### config.mk
export PLATFORM = sky130hd
export DESIGN_NAME = debounced_button_blink_speed_core
export DESIGN_NICKNAME = d
export VERILOG_FILES = /design/src/sv/dbbs_pkg.sv /design/src/sv/dbbs_cfg.sv /design/src/sv/dbbs_debounce.sv /design/src/sv/dbbs_blink.sv /design/src/sv/debounced_button_blink_speed_core.sv
export VERILOG_INCLUDE_DIRS = /design/src /design/src/sv
export SDC_FILE = /design/constraint.sdc
export NUM_CORES = 1
export LEC_CHECK = 0
export BUFFER_PORTS_ARGS = -buffer_cell sky130_fd_sc_hd__buf_2
export CORE_ASPECT_RATIO = 1.4
export CORE_MARGIN = 4
export CORE_UTILIZATION = 35
export CTS_CLUSTER_SIZE = 10
export DETAILED_ROUTE_END_ITERATION = 7
export GPL_ROUTABILITY_DRIVEN = 0
export SLEW_MARGIN = 5
export SYNTH_ARGS = -nofsm -noshare
export SYNTH_HDL_FRONTEND = slang
export SYNTH_HIERARCHICAL = 1
export SYNTH_SLANG_ARGS = --single-unit
export TNS_END_PERCENT = 100
### constraint.sdc
create_clock -name clk -period 6.15 [get_ports clk]
set_clock_uncertainty 0.05 [all_clocks]
set_input_delay 1.23 -clock clk [delete_from_list [all_inputs] [get_ports clk]]
set_output_delay 1.23 -clock clk [all_outputs]
set_load 0.005 [all_outputs]
### src/sv/debounced_button_blink_speed_core_macros.svh
// assertion macros for the debounced button / blink speed core
// expects clk and rst_n in the scope of each use; no other dependencies
`ifndef DEBOUNCED_BUTTON_BLINK_SPEED_CORE_MACROS_SVH
`define DEBOUNCED_BUTTON_BLINK_SPEED_CORE_MACROS_SVH
`ifndef SYNTHESIS
// same-cycle implication
`define DBBS_ASSERT_IMPL(lbl, ante, cons) \
    lbl: assert property (@(posedge clk) disable iff (!rst_n) (ante) |-> (cons)) \
        else $error("dbbs assertion failed");
// next-cycle implication
`define DBBS_ASSERT_NEXT(lbl, ante, cons) \
    lbl: assert property (@(posedge clk) disable iff (!rst_n) (ante) |=> (cons)) \
        else $error("dbbs assertion failed");
`else
`define DBBS_ASSERT_IMPL(lbl, ante, cons)
`define DBBS_ASSERT_NEXT(lbl, ante, cons)
`endif
`endif

### src/sv/dbbs_pkg.sv
// shared types and constants for the debounced button / blink speed core
// no dependencies
package dbbs_pkg;

    localparam int unsigned PATTERN_LENGTH = 8;
    localparam int unsigned CFG_W          = 16;
    localparam int unsigned CFG_IDX_W      = 2;

    // register indexes of the configuration port
    localparam logic [CFG_IDX_W-1:0] REG_DEBOUNCE_WINDOW = 2'd0;
    localparam logic [CFG_IDX_W-1:0] REG_FAST_PERIOD     = 2'd1;
    localparam logic [CFG_IDX_W-1:0] REG_SLOW_PERIOD     = 2'd2;

    localparam logic [CFG_W-1:0] RST_DEBOUNCE_WINDOW = 16'd50;
    localparam logic [CFG_W-1:0] RST_FAST_PERIOD     = 16'd100;
    localparam logic [CFG_W-1:0] RST_SLOW_PERIOD     = 16'd200;

    typedef enum logic {
        CMD_TICK       = 1'b0,
        CMD_PIN_CHANGE = 1'b1
    } dbbs_cmd_t;

    typedef enum logic [1:0] {
        PH_WAIT_PRESS   = 2'd0,
        PH_DEB_PRESS    = 2'd1,
        PH_WAIT_RELEASE = 2'd2,
        PH_DEB_RELEASE  = 2'd3
    } dbbs_phase_t;

    typedef struct packed {
        logic cmd;
        logic pin_level;
    } dbbs_in_t;

    typedef struct packed {
        logic [2:0] led_position;
        logic       led_advanced;
        logic       fast_mode;
        logic [1:0] button_phase;
    } dbbs_out_t;

    typedef struct packed {
        logic [CFG_W-1:0] debounce_window;
        logic [CFG_W-1:0] fast_period;
        logic [CFG_W-1:0] slow_period;
    } dbbs_cfg_t;

    typedef struct packed {
        logic        speed_fast;
        dbbs_phase_t phase;
    } dbbs_btn_t;

    typedef struct packed {
        logic [2:0] index;
        logic       stepped;
    } dbbs_led_t;

endpackage

### src/sv/dbbs_cfg.sv
// configuration registers: debounce window and the two blink periods
// depends on dbbs_pkg
module dbbs_cfg (
    input  logic                                clk,
    input  logic                                rst_n,
    input  logic                                cfg_we,
    input  logic [dbbs_pkg::CFG_IDX_W-1:0]      cfg_index,
    input  logic [dbbs_pkg::CFG_W-1:0]          cfg_data,
    output dbbs_pkg::dbbs_cfg_t                 cfg
);

    dbbs_pkg::dbbs_cfg_t cfg_reg;

    always_ff @(posedge clk or negedge rst_n)
    begin
        if (!rst_n)
        begin
            cfg_reg.debounce_window <= dbbs_pkg::RST_DEBOUNCE_WINDOW;
            cfg_reg.fast_period     <= dbbs_pkg::RST_FAST_PERIOD;
            cfg_reg.slow_period     <= dbbs_pkg::RST_SLOW_PERIOD;
        end
        else if (cfg_we)
        begin
            case (cfg_index)
                dbbs_pkg::REG_DEBOUNCE_WINDOW: cfg_reg.debounce_window <= cfg_data;
                dbbs_pkg::REG_FAST_PERIOD:     cfg_reg.fast_period     <= cfg_data;
                dbbs_pkg::REG_SLOW_PERIOD:     cfg_reg.slow_period     <= cfg_data;
                default:                       ; // unused index, write dropped
            endcase
        end
    end

    assign cfg = cfg_reg;

endmodule

### src/sv/dbbs_debounce.sv
// millisecond counter, debounce stamp, press/release machine and speed flag
// depends on dbbs_pkg
module dbbs_debounce (
    input  logic                     clk,
    input  logic                     rst_n,
    input  logic                     fire,
    input  dbbs_pkg::dbbs_in_t       item,
    input  logic [dbbs_pkg::CFG_W-1:0] window,
    output dbbs_pkg::dbbs_btn_t      btn_cur,
    output dbbs_pkg::dbbs_btn_t      btn_next
);

    logic [31:0]           ms_reg;
    logic [31:0]           ms_next;
    logic [31:0]           stamp_reg;
    logic [31:0]           stamp_next;
    dbbs_pkg::dbbs_phase_t phase_reg;
    dbbs_pkg::dbbs_phase_t phase_next;
    logic                  speed_reg;
    logic                  speed_next;
    logic [31:0]           ms_plus;
    logic [31:0]           elapsed;
    logic                  win_done;
    logic                  is_tick;
    logic                  stamp_load;
    logic                  speed_toggle;

    assign is_tick  = (item.cmd == dbbs_pkg::CMD_TICK);
    assign ms_plus  = ms_reg + 32'd1;
    // wraps modulo 2^32, so a counter rollover is harmless
    assign elapsed  = ms_plus - stamp_reg;
    assign win_done = (elapsed >= {16'd0, window});

    // next state
    always_comb
    begin
        phase_next = phase_reg;
        if (fire)
        begin
            case (phase_reg)
                dbbs_pkg::PH_WAIT_PRESS:
                begin
                    if (!is_tick)
                        phase_next = dbbs_pkg::PH_DEB_PRESS;
                end
                dbbs_pkg::PH_DEB_PRESS:
                begin
                    if (is_tick && win_done)
                        phase_next = item.pin_level ? dbbs_pkg::PH_WAIT_PRESS
                                                    : dbbs_pkg::PH_WAIT_RELEASE;
                end
                dbbs_pkg::PH_WAIT_RELEASE:
                begin
                    if (!is_tick)
                        phase_next = dbbs_pkg::PH_DEB_RELEASE;
                end
                dbbs_pkg::PH_DEB_RELEASE:
                begin
                    if (is_tick && win_done)
                        phase_next = item.pin_level ? dbbs_pkg::PH_WAIT_PRESS
                                                    : dbbs_pkg::PH_WAIT_RELEASE;
                end
                default: phase_next = phase_reg;
            endcase
        end
    end

    // machine outputs
    always_comb
    begin
        stamp_load   = 1'b0;
        speed_toggle = 1'b0;
        if (fire && !is_tick)
        begin
            case (phase_reg)
                dbbs_pkg::PH_WAIT_PRESS:   stamp_load = 1'b1;
                dbbs_pkg::PH_WAIT_RELEASE:
                begin
                    stamp_load   = 1'b1;
                    speed_toggle = 1'b1;
                end
                default:
                begin
                    stamp_load   = 1'b0;
                    speed_toggle = 1'b0;
                end
            endcase
        end
    end

    assign ms_next    = (fire && is_tick) ? ms_plus : ms_reg;
    assign stamp_next = stamp_load ? ms_reg : stamp_reg;
    assign speed_next = speed_reg ^ speed_toggle;

    always_ff @(posedge clk or negedge rst_n)
    begin
        if (!rst_n)
        begin
            ms_reg    <= '0;
            stamp_reg <= '0;
            phase_reg <= dbbs_pkg::PH_WAIT_PRESS;
            speed_reg <= 1'b0;
        end
        else
        begin
            ms_reg    <= ms_next;
            stamp_reg <= stamp_next;
            phase_reg <= phase_next;
            speed_reg <= speed_next;
        end
    end

    assign btn_cur.speed_fast  = speed_reg;
    assign btn_cur.phase       = phase_reg;
    assign btn_next.speed_fast = speed_next;
    assign btn_next.phase      = phase_next;

endmodule

### src/sv/dbbs_blink.sv
// blink accumulator and led pattern index
// depends on dbbs_pkg
module dbbs_blink (
    input  logic                       clk,
    input  logic                       rst_n,
    input  logic                       fire,
    input  dbbs_pkg::dbbs_in_t         item,
    input  logic                       speed_fast,
    input  dbbs_pkg::dbbs_cfg_t        cfg,
    output dbbs_pkg::dbbs_led_t        led_next
);

    logic [15:0] count_reg;
    logic [15:0] count_next;
    logic [2:0]  index_reg;
    logic [2:0]  index_next;
    logic [15:0] period;
    logic [15:0] count_plus;
    logic [3:0]  index_plus;
    logic        step;

    assign period     = speed_fast ? cfg.fast_period : cfg.slow_period;
    assign count_plus = count_reg + 16'd1;
    assign index_plus = {1'b0, index_reg} + 4'd1;

    // a zero period, or accumulator wrap, steps at once
    assign step = fire && (item.cmd == dbbs_pkg::CMD_TICK)
                  && ((count_plus >= period) || (count_plus == 16'd0));

    always_comb
    begin
        count_next = count_reg;
        index_next = index_reg;
        if (fire && (item.cmd == dbbs_pkg::CMD_TICK))
        begin
            if (step)
            begin
                count_next = '0;
                if (32'(index_plus) >= dbbs_pkg::PATTERN_LENGTH)
                    index_next = '0;
                else
                    index_next = index_plus[2:0];
            end
            else
            begin
                count_next = count_plus;
            end
        end
    end

    always_ff @(posedge clk or negedge rst_n)
    begin
        if (!rst_n)
        begin
            count_reg <= '0;
            index_reg <= '0;
        end
        else
        begin
            count_reg <= count_next;
            index_reg <= index_next;
        end
    end

    assign led_next.index   = index_next;
    assign led_next.stepped = step;

endmodule

### src/sv/debounced_button_blink_speed_core.sv
// top level of the debounced button / blink speed core
// depends on dbbs_pkg, dbbs_cfg, dbbs_debounce, dbbs_blink and the macros header
//
//  channel   signals                          moves
//  in        in_valid / in_ready / in_data    one event (tick or pin change)
//  out       out_valid / out_ready / out_data one status result per event
//  cfg       cfg_we / cfg_index / cfg_data    register write, no wait
//
// one event per cycle sustained while the result side takes each result
// the rate is set by the state update, which commits as an event leaves the input register
// an input register feeds the update logic, a result register holds the answer
// a stalled result holds the input register, which then drops in_ready
// reset is asynchronous, active low, and restores the control and state registers to their defaults
`include "debounced_button_blink_speed_core_macros.svh"

module debounced_button_blink_speed_core (
    input  logic                             clk,
    input  logic                             rst_n,
    input  logic                             in_valid,
    output logic                             in_ready,
    input  dbbs_pkg::dbbs_in_t               in_data,
    output logic                             out_valid,
    input  logic                             out_ready,
    output dbbs_pkg::dbbs_out_t              out_data,
    input  logic                             cfg_we,
    input  logic [dbbs_pkg::CFG_IDX_W-1:0]   cfg_index,
    input  logic [dbbs_pkg::CFG_W-1:0]       cfg_data
);

    // input register
    logic                s1_valid_reg;
    dbbs_pkg::dbbs_in_t  s1_item_reg;
    // result register
    logic                out_valid_reg;
    dbbs_pkg::dbbs_out_t out_data_reg;

    logic                out_free;
    logic                fire;
    logic                pin_fire;
    logic                toggle_fire;
    dbbs_pkg::dbbs_cfg_t cfg;
    dbbs_pkg::dbbs_btn_t btn_cur;
    dbbs_pkg::dbbs_btn_t btn_next;
    dbbs_pkg::dbbs_led_t led_next;

    // result slot is free when empty or being taken this cycle
    assign out_free = !out_valid_reg || out_ready;
    // the held event is processed and its state update committed
    assign fire     = s1_valid_reg && out_free;
    // take a new event when the input register is empty or draining
    assign in_ready = !s1_valid_reg || fire;

    // a pin change being processed, and one that toggles the speed
    assign pin_fire    = fire && (s1_item_reg.cmd == dbbs_pkg::CMD_PIN_CHANGE);
    assign toggle_fire = pin_fire && (btn_cur.phase == dbbs_pkg::PH_WAIT_RELEASE);

    always_ff @(posedge clk or negedge rst_n)
    begin
        if (!rst_n)
            s1_valid_reg <= 1'b0;
        else if (in_valid && in_ready)
            s1_valid_reg <= 1'b1;
        else if (fire)
            s1_valid_reg <= 1'b0;
    end

    // payload, no reset needed
    always_ff @(posedge clk)
    begin
        if (in_valid && in_ready)
            s1_item_reg <= in_data;
    end

    dbbs_cfg u_cfg (
        .clk       (clk),
        .rst_n     (rst_n),
        .cfg_we    (cfg_we),
        .cfg_index (cfg_index),
        .cfg_data  (cfg_data),
        .cfg       (cfg)
    );

    dbbs_debounce u_debounce (
        .clk      (clk),
        .rst_n    (rst_n),
        .fire     (fire),
        .item     (s1_item_reg),
        .window   (cfg.debounce_window),
        .btn_cur  (btn_cur),
        .btn_next (btn_next)
    );

    // speed only changes on pin changes, so the current flag picks the tick period
    dbbs_blink u_blink (
        .clk        (clk),
        .rst_n      (rst_n),
        .fire       (fire),
        .item       (s1_item_reg),
        .speed_fast (btn_cur.speed_fast),
        .cfg        (cfg),
        .led_next   (led_next)
    );

    always_ff @(posedge clk or negedge rst_n)
    begin
        if (!rst_n)
            out_valid_reg <= 1'b0;
        else if (fire)
            out_valid_reg <= 1'b1;
        else if (out_ready)
            out_valid_reg <= 1'b0;
    end

    // result reflects the state after the event
    always_ff @(posedge clk)
    begin
        if (fire)
        begin
            out_data_reg.led_position <= led_next.index;
            out_data_reg.led_advanced <= led_next.stepped;
            out_data_reg.fast_mode    <= btn_next.speed_fast;
            out_data_reg.button_phase <= btn_next.phase;
        end
    end

    assign out_valid = out_valid_reg;
    assign out_data  = out_data_reg;

    // a processed event always leaves a result behind
    `DBBS_ASSERT_NEXT(a_fire_gives_result, fire, out_valid)
    // a pin change never steps the led index
    `DBBS_ASSERT_NEXT(a_pin_no_step, pin_fire, !out_data.led_advanced)
    // an empty input register always takes a transfer
    `DBBS_ASSERT_IMPL(a_empty_ready, !s1_valid_reg, in_ready)
    // speed toggles only on a pin change while waiting for release
    `DBBS_ASSERT_NEXT(a_speed_hold, !toggle_fire, $stable(btn_cur.speed_fast))

endmodule

---- Word-level counts from Yosys, hierarchy flattened ----
Index checks and enable logic that the tools add are counted.
Widths: inputs -> output; s select.
storage, ports and cells
  bits in registers ....................... 145
  output and inout port bits .............. 9
cells by class
  add/subtract/negate cells ............... 4
  magnitude comparators ................... 3
  bitwise operators ....................... 2
  equal/unequal tests ..................... 5
  reduce and logical (&&, ||, !) cells .... 21
  mux-type cells .......................... 19
operators with widths
  operator               count
  $add 32x1->32 const B  1
  $ge 32x16->1           1
  $mux 16                2
  $sub 32x32->32         1
  $add 16x1->16 const B  1
  $ge 16x16->1           1
  $logic_not 16->1       1
  $mux 2                 5
  $mux 3                 3
  $mux 1                 8
  $eq 2x2->1 const B     3
  $logic_and 1x1->1      6
  $pmux 2 s3             1
  $reduce_and 2->1       3
  $add 3x1->4 const B    1
  $eq 2x1->1 const B     2
  $ge 4x4->1 const B     1
  $logic_not 2->1        2
  $reduce_bool 2->1      2
  $reduce_or 2->1        2
  $logic_or 1x1->1       3
  $logic_not 1->1        2
  $not 1->1              1
  $xor 1x1->1            1

---- Logic depth before layout (Yosys ltp) ----
  depth in word-level cells ............... 7
  gate-level depth with buffers ........... 24
  mapped depth without buffers ............ 23

---- Hierarchy ----
Netlist, hierarchy kept.
by module, submodules not included
  module                             seq. area each (µm²)  times used  area an instance (µm²)  cells each
  dbbs_debounce                      1,676.6               1           5,735.5                 707
  dbbs_blink                         475.5                 1           1,933.1                 212
  dbbs_cfg                           1,212.4               1           1,826.8                 102
  debounced_button_blink_speed_core  320.3                 1           374.1                   17

---- Worst setup path after synthesis ----
No wires, ideal clock.
  kind .................................... reg-to-reg
  from .................................... register u_debounce.ms_reg[0]
  to ...................................... register out_data_reg, in the netlist out_data[1] (data pin)
  period minus slack after synthesis ...... 4,621 ps
  library setup time ...................... 267 ps
  data arrival time ....................... 4,304 ps
  path buffers ............................ 1
  path slack .............................. 1,529 ps
  data required time ...................... 5,833 ps
  stages on the path, launching flop included .. 22
  cell sequence ........................... dfrtp_1 ha_1 nand3_1 nor3_1 nor3b_2 nand3_1 nor2_1 and3_1 nand3_2 nor2_1 xor2_1 ha_1 clkbuf_1 a21o_1 a311o_1 a22oi_1 o2111ai_1 a41oi_1 nand4_1 nor4_1 a31oi_1 mux2i_1
RTL lines
  what                    line                                     source
  from (decl)             dbbs_debounce.sv:13                      logic [31:0] ms_reg;
  from (signal assigned)  dbbs_debounce.sv:106                     ms_reg <= ms_next;
  to (decl)               debounced_button_blink_speed_core.sv:35  dbbs_pkg::dbbs_out_t out_data_reg;

==> summary.txt <==
Status
  – Status: completed

Synth
  – Synth Warn #: 6
  – FF+latch count, synth: 145
  – Gate Count Post-Synth: 1038
  – Cell area after synthesis: 9870 um^2
  – Yosys cell types: 98
  – Post-synth EDFFs: 9
  – Synth area leaders: dfrtp_1 (32%), ha_1 (8.5%), mux2_2 (5.8%)
  – Syn nets: 1131
  – Avg Cell Area, Syn: 9.51 um^2
  – Post-synth ARST share: 93.8%
  – Mux cell area share after synthesis: 8.20%
  – Synth Area in XOR/XNOR: 8.24%
  – Compound-Gate Fraction of Synth Area: 13.8%
  – Combinational family with the most area after synthesis: simple AND/OR/NAND/NOR gates
  – Share of the synthesized area in the top cell type: 32.2%
  – Simple-gate share of the synthesized area: 18.5%
  – Top FF cell, synth: dfrtp_1
  – Sequential area share after synthesis: 37.3%
  – Adder-cell share of the synthesized area: 8.70%
  – Top cell type by total area after synthesis: dfrtp_1

Global route
  – Initial antenna violation count: 0
  – Number of global-route vias before repair: 7537
  – First-pass GRT wire length: 38.6 mm
  – Aggregate global routing overflow: 0
  – Total track usage: 15.6%
  – Largest net degree at the start of global routing: 81

Pwr
  – Pleak: 4.92 nW
  – Reported net switching power: 1.71 mW
  – Power, Total: 4.32 mW
  – Clock Power Share: 23.1%
  – Design internal power: 2.61 mW
  – Power per Cell Area: 397 nW/um^2
  – Reg power frac: 30.0%
  – Logic pwr share: 46.8%
  – Switching Fraction: 39.6%
  – Peak supply drop: 0.157 mV

Finish
  – Non-filler cells, final: 1431
  – Fill cells: 2843
  – Nets@finish: 1141
  – Inserted Diodes: 0
  – Cell area after layout: 10900 um^2
  – Area Overhead vs Synth: 10.1%
  – Share of layout cells above drive strength 1: 16.8%
  – Number of flip-flops in the largest register: 48

STA
  – Fmax achieved: 189 MHz
  – RSZ-0062 raised after global routing: no
  – Max-slew headroom: 33.1%
  – Slew @ Worst Pin: 1000 ps
  – Setup_tns: 0 ps
  – Max Slew Vio Count: 0
  – Final hold vios: 0
  – Final min period: 5300 ps
  – Final setup fails: 0
  – Final period util: 86.2%
  – PnR worst setup slack: 848 ps

Clocking
  – Max clock buf depth: 2
  – Inserted Clock Buffers: 17
  – CTS tree: yes
  – Clk_lat worst skew: 430 ps
  – CTS hold repair buffers: 0
  – Clk root buf: clkbuf_16
  – CTS Sinks: 145
  – H-tree depth: 4
  – Setup Buffers After CTS: 0
  – Post-CTS sizing: 0
  – Reg clk slew, reported paths: 60 ps

Floorplan
  – IO Pins: 34
  – Num rows: 72
  – Area of the die: 31000 um^2
  – Horiz. Die Dim: 150 um
  – CORE AREA: 27700 um^2
  – Die Ht: 207 um
  – Initial Util: 35.6%

Routing
  – DRT iter0 DRCs: 393
  – DR WL/cell: 16.2 um
  – Via count: 7396
  – DRC Markers: 0
  – Router iterations before antenna repair: 5
  – Post-DR vias/cell: 5.17
  – Antenna viol nets, final: 0
  – Total Wirelength: 23.2 mm

Placement
  – DP Wirelength: 17.8 mm
  – DP Area: 10300 um^2
  – Placed insts: 1399
  – Pre-CTS setup slack: 811 ps
  – Input/output buffers: 33

Worst setup path
  – Worst Path Required: 6280 ps
  – CP Launch Type: flop
  – Crit end category: flop
  – Worst-path fanout max: 10
  – Critical path class: flop to flop
  – Crit path DAT: 5430 ps

Flow run
  – Max cap viols: 0

Min path
  – Hold Path Class: flop to flop
[power by group through the flow]
stage	combinational [mW]	sequential [mW]	clock, mW
after floorplan	1.61	1.23	0
after global placement	2.00	1.30	0
after detailed placement	2.03	1.31	0
after CTS	2.04	1.30	1.03
after global routing	2.29	1.32	1.07
final	2.02	1.30	0.999
[placed cells by master, fill, tap and decap left out, types with 4 or more instances in the layout]
cell type and n:
a21oi_1 41, o21a_1 5, a22o_1 4, and2_1 8, o21ai_0 46, ha_1 67
nor2_1 64, o22ai_1 6, a21oi_2 4, nand3_1 27, xor2_1 36, or2_2 5
nor3_1 20, clkinvlp_4 4, mux2_2 51, and3_1 15, nor4_2 4, o21ai_1 9
nand4_1 16, a211oi_1 7, edfxtp_1 9, nor2b_1 4, buf_4 4, xnor2_1 55
clkbuf_16 17, dfrtp_1 127, a32o_1 4, nand2_1 132, a31oi_1 11, mux2i_1 22
o2111ai_1 4, dfstp_2 9, nand2b_1 8, and4_1 5, nor4_1 5, inv_1 72
buf_2 32, a21o_1 12
[synthesized netlist by cell type (all sizes together) (9+ instances only)]
| cell type | instances |
|---|---|
| a21o | 12 |
| a21oi | 46 |
| a31oi | 11 |
| and2 | 9 |
| and3 | 15 |
| buf | 23 |
| clkbuf | 23 |
| dfrtp | 127 |
| dfstp | 9 |
| edfxtp | 9 |
| ha | 67 |
| inv | 72 |
| mux2 | 52 |
| mux2i | 22 |
| nand2 | 132 |
| nand3 | 30 |
| nand4 | 22 |
| nor2 | 68 |
| nor3 | 21 |
| nor4 | 10 |
| o21ai | 56 |
| xnor2 | 55 |
| xor2 | 37 |
[routing by layer]
metal,track usage (%),share of wire (%)
met4,6.41,3.1
met5,0,0
met3,2.40,2.5
met1,17.7,41
met2,29.0,53
[critical path: stages, from the launching register on]
cell       delay [ps]
dfrtp_1           450
ha_1              250
nand3_1           170
nor3_1            310
nor3b_2           330
nand3_1           180
nor2_1            230
and3_1            300
nand3_2           190
nor2_1            170
xor2_1            160
ha_1              350
a21oi_1           240
o21ai_1           190
a2111oi_0         450
nor2_1            100
nor3_1            230
xnor2_1           100
nor4_2            260
a31oi_1           150
mux2i_1           160
[per-stage QoR]
stage,util (%),hold WS [ps]
after floorplan,-,368
after global placement,37.1,407
after detailed placement,37.1,408
after CTS,39.2,410
after global routing,39.2,436
final,39.2,401
[cell families after synthesis]
kind of cell             count (synthesis)
multiplexers                            74
AND/OR/NAND/NOR                        345
XOR/XNOR                                92
buffers and inverters                  118
AO/OA/AOI/OAI                          196
adder cells (fa/ha/maj)                 68
flip-flops                             145
[layout make-up]
type	count	area (um^2)	share of cell area (%)
repair buffers	37	201	1.85
flip-flops and latches	145	3680	33.9
inverters	72	270	2.49
multi-input cells	775	5680	52.3
well taps	370	463	4.26
clock buffers	20	457	4.20
clock inverters	12	110	1.01
[final timing paths]
kind,start,to,slack (ps),depth (start not counted)
worst min register to register,s1_item_reg[0],u_debounce/phase_reg[1],400,1
worst max-delay path,u_debounce/ms_reg[0],out_data[1],850,20
worst min-delay path,s1_item_reg[0],u_debounce/phase_reg[1],400,1
worst max register to register,u_debounce/ms_reg[0],out_data[1],850,20
max in group asynchronous,rst_n,u_debounce/stamp_reg[10],3970,2
min in group asynchronous,rst_n,u_blink/index_reg[2],770,1
No activity file was read; power rests on OpenSTA's default activity.
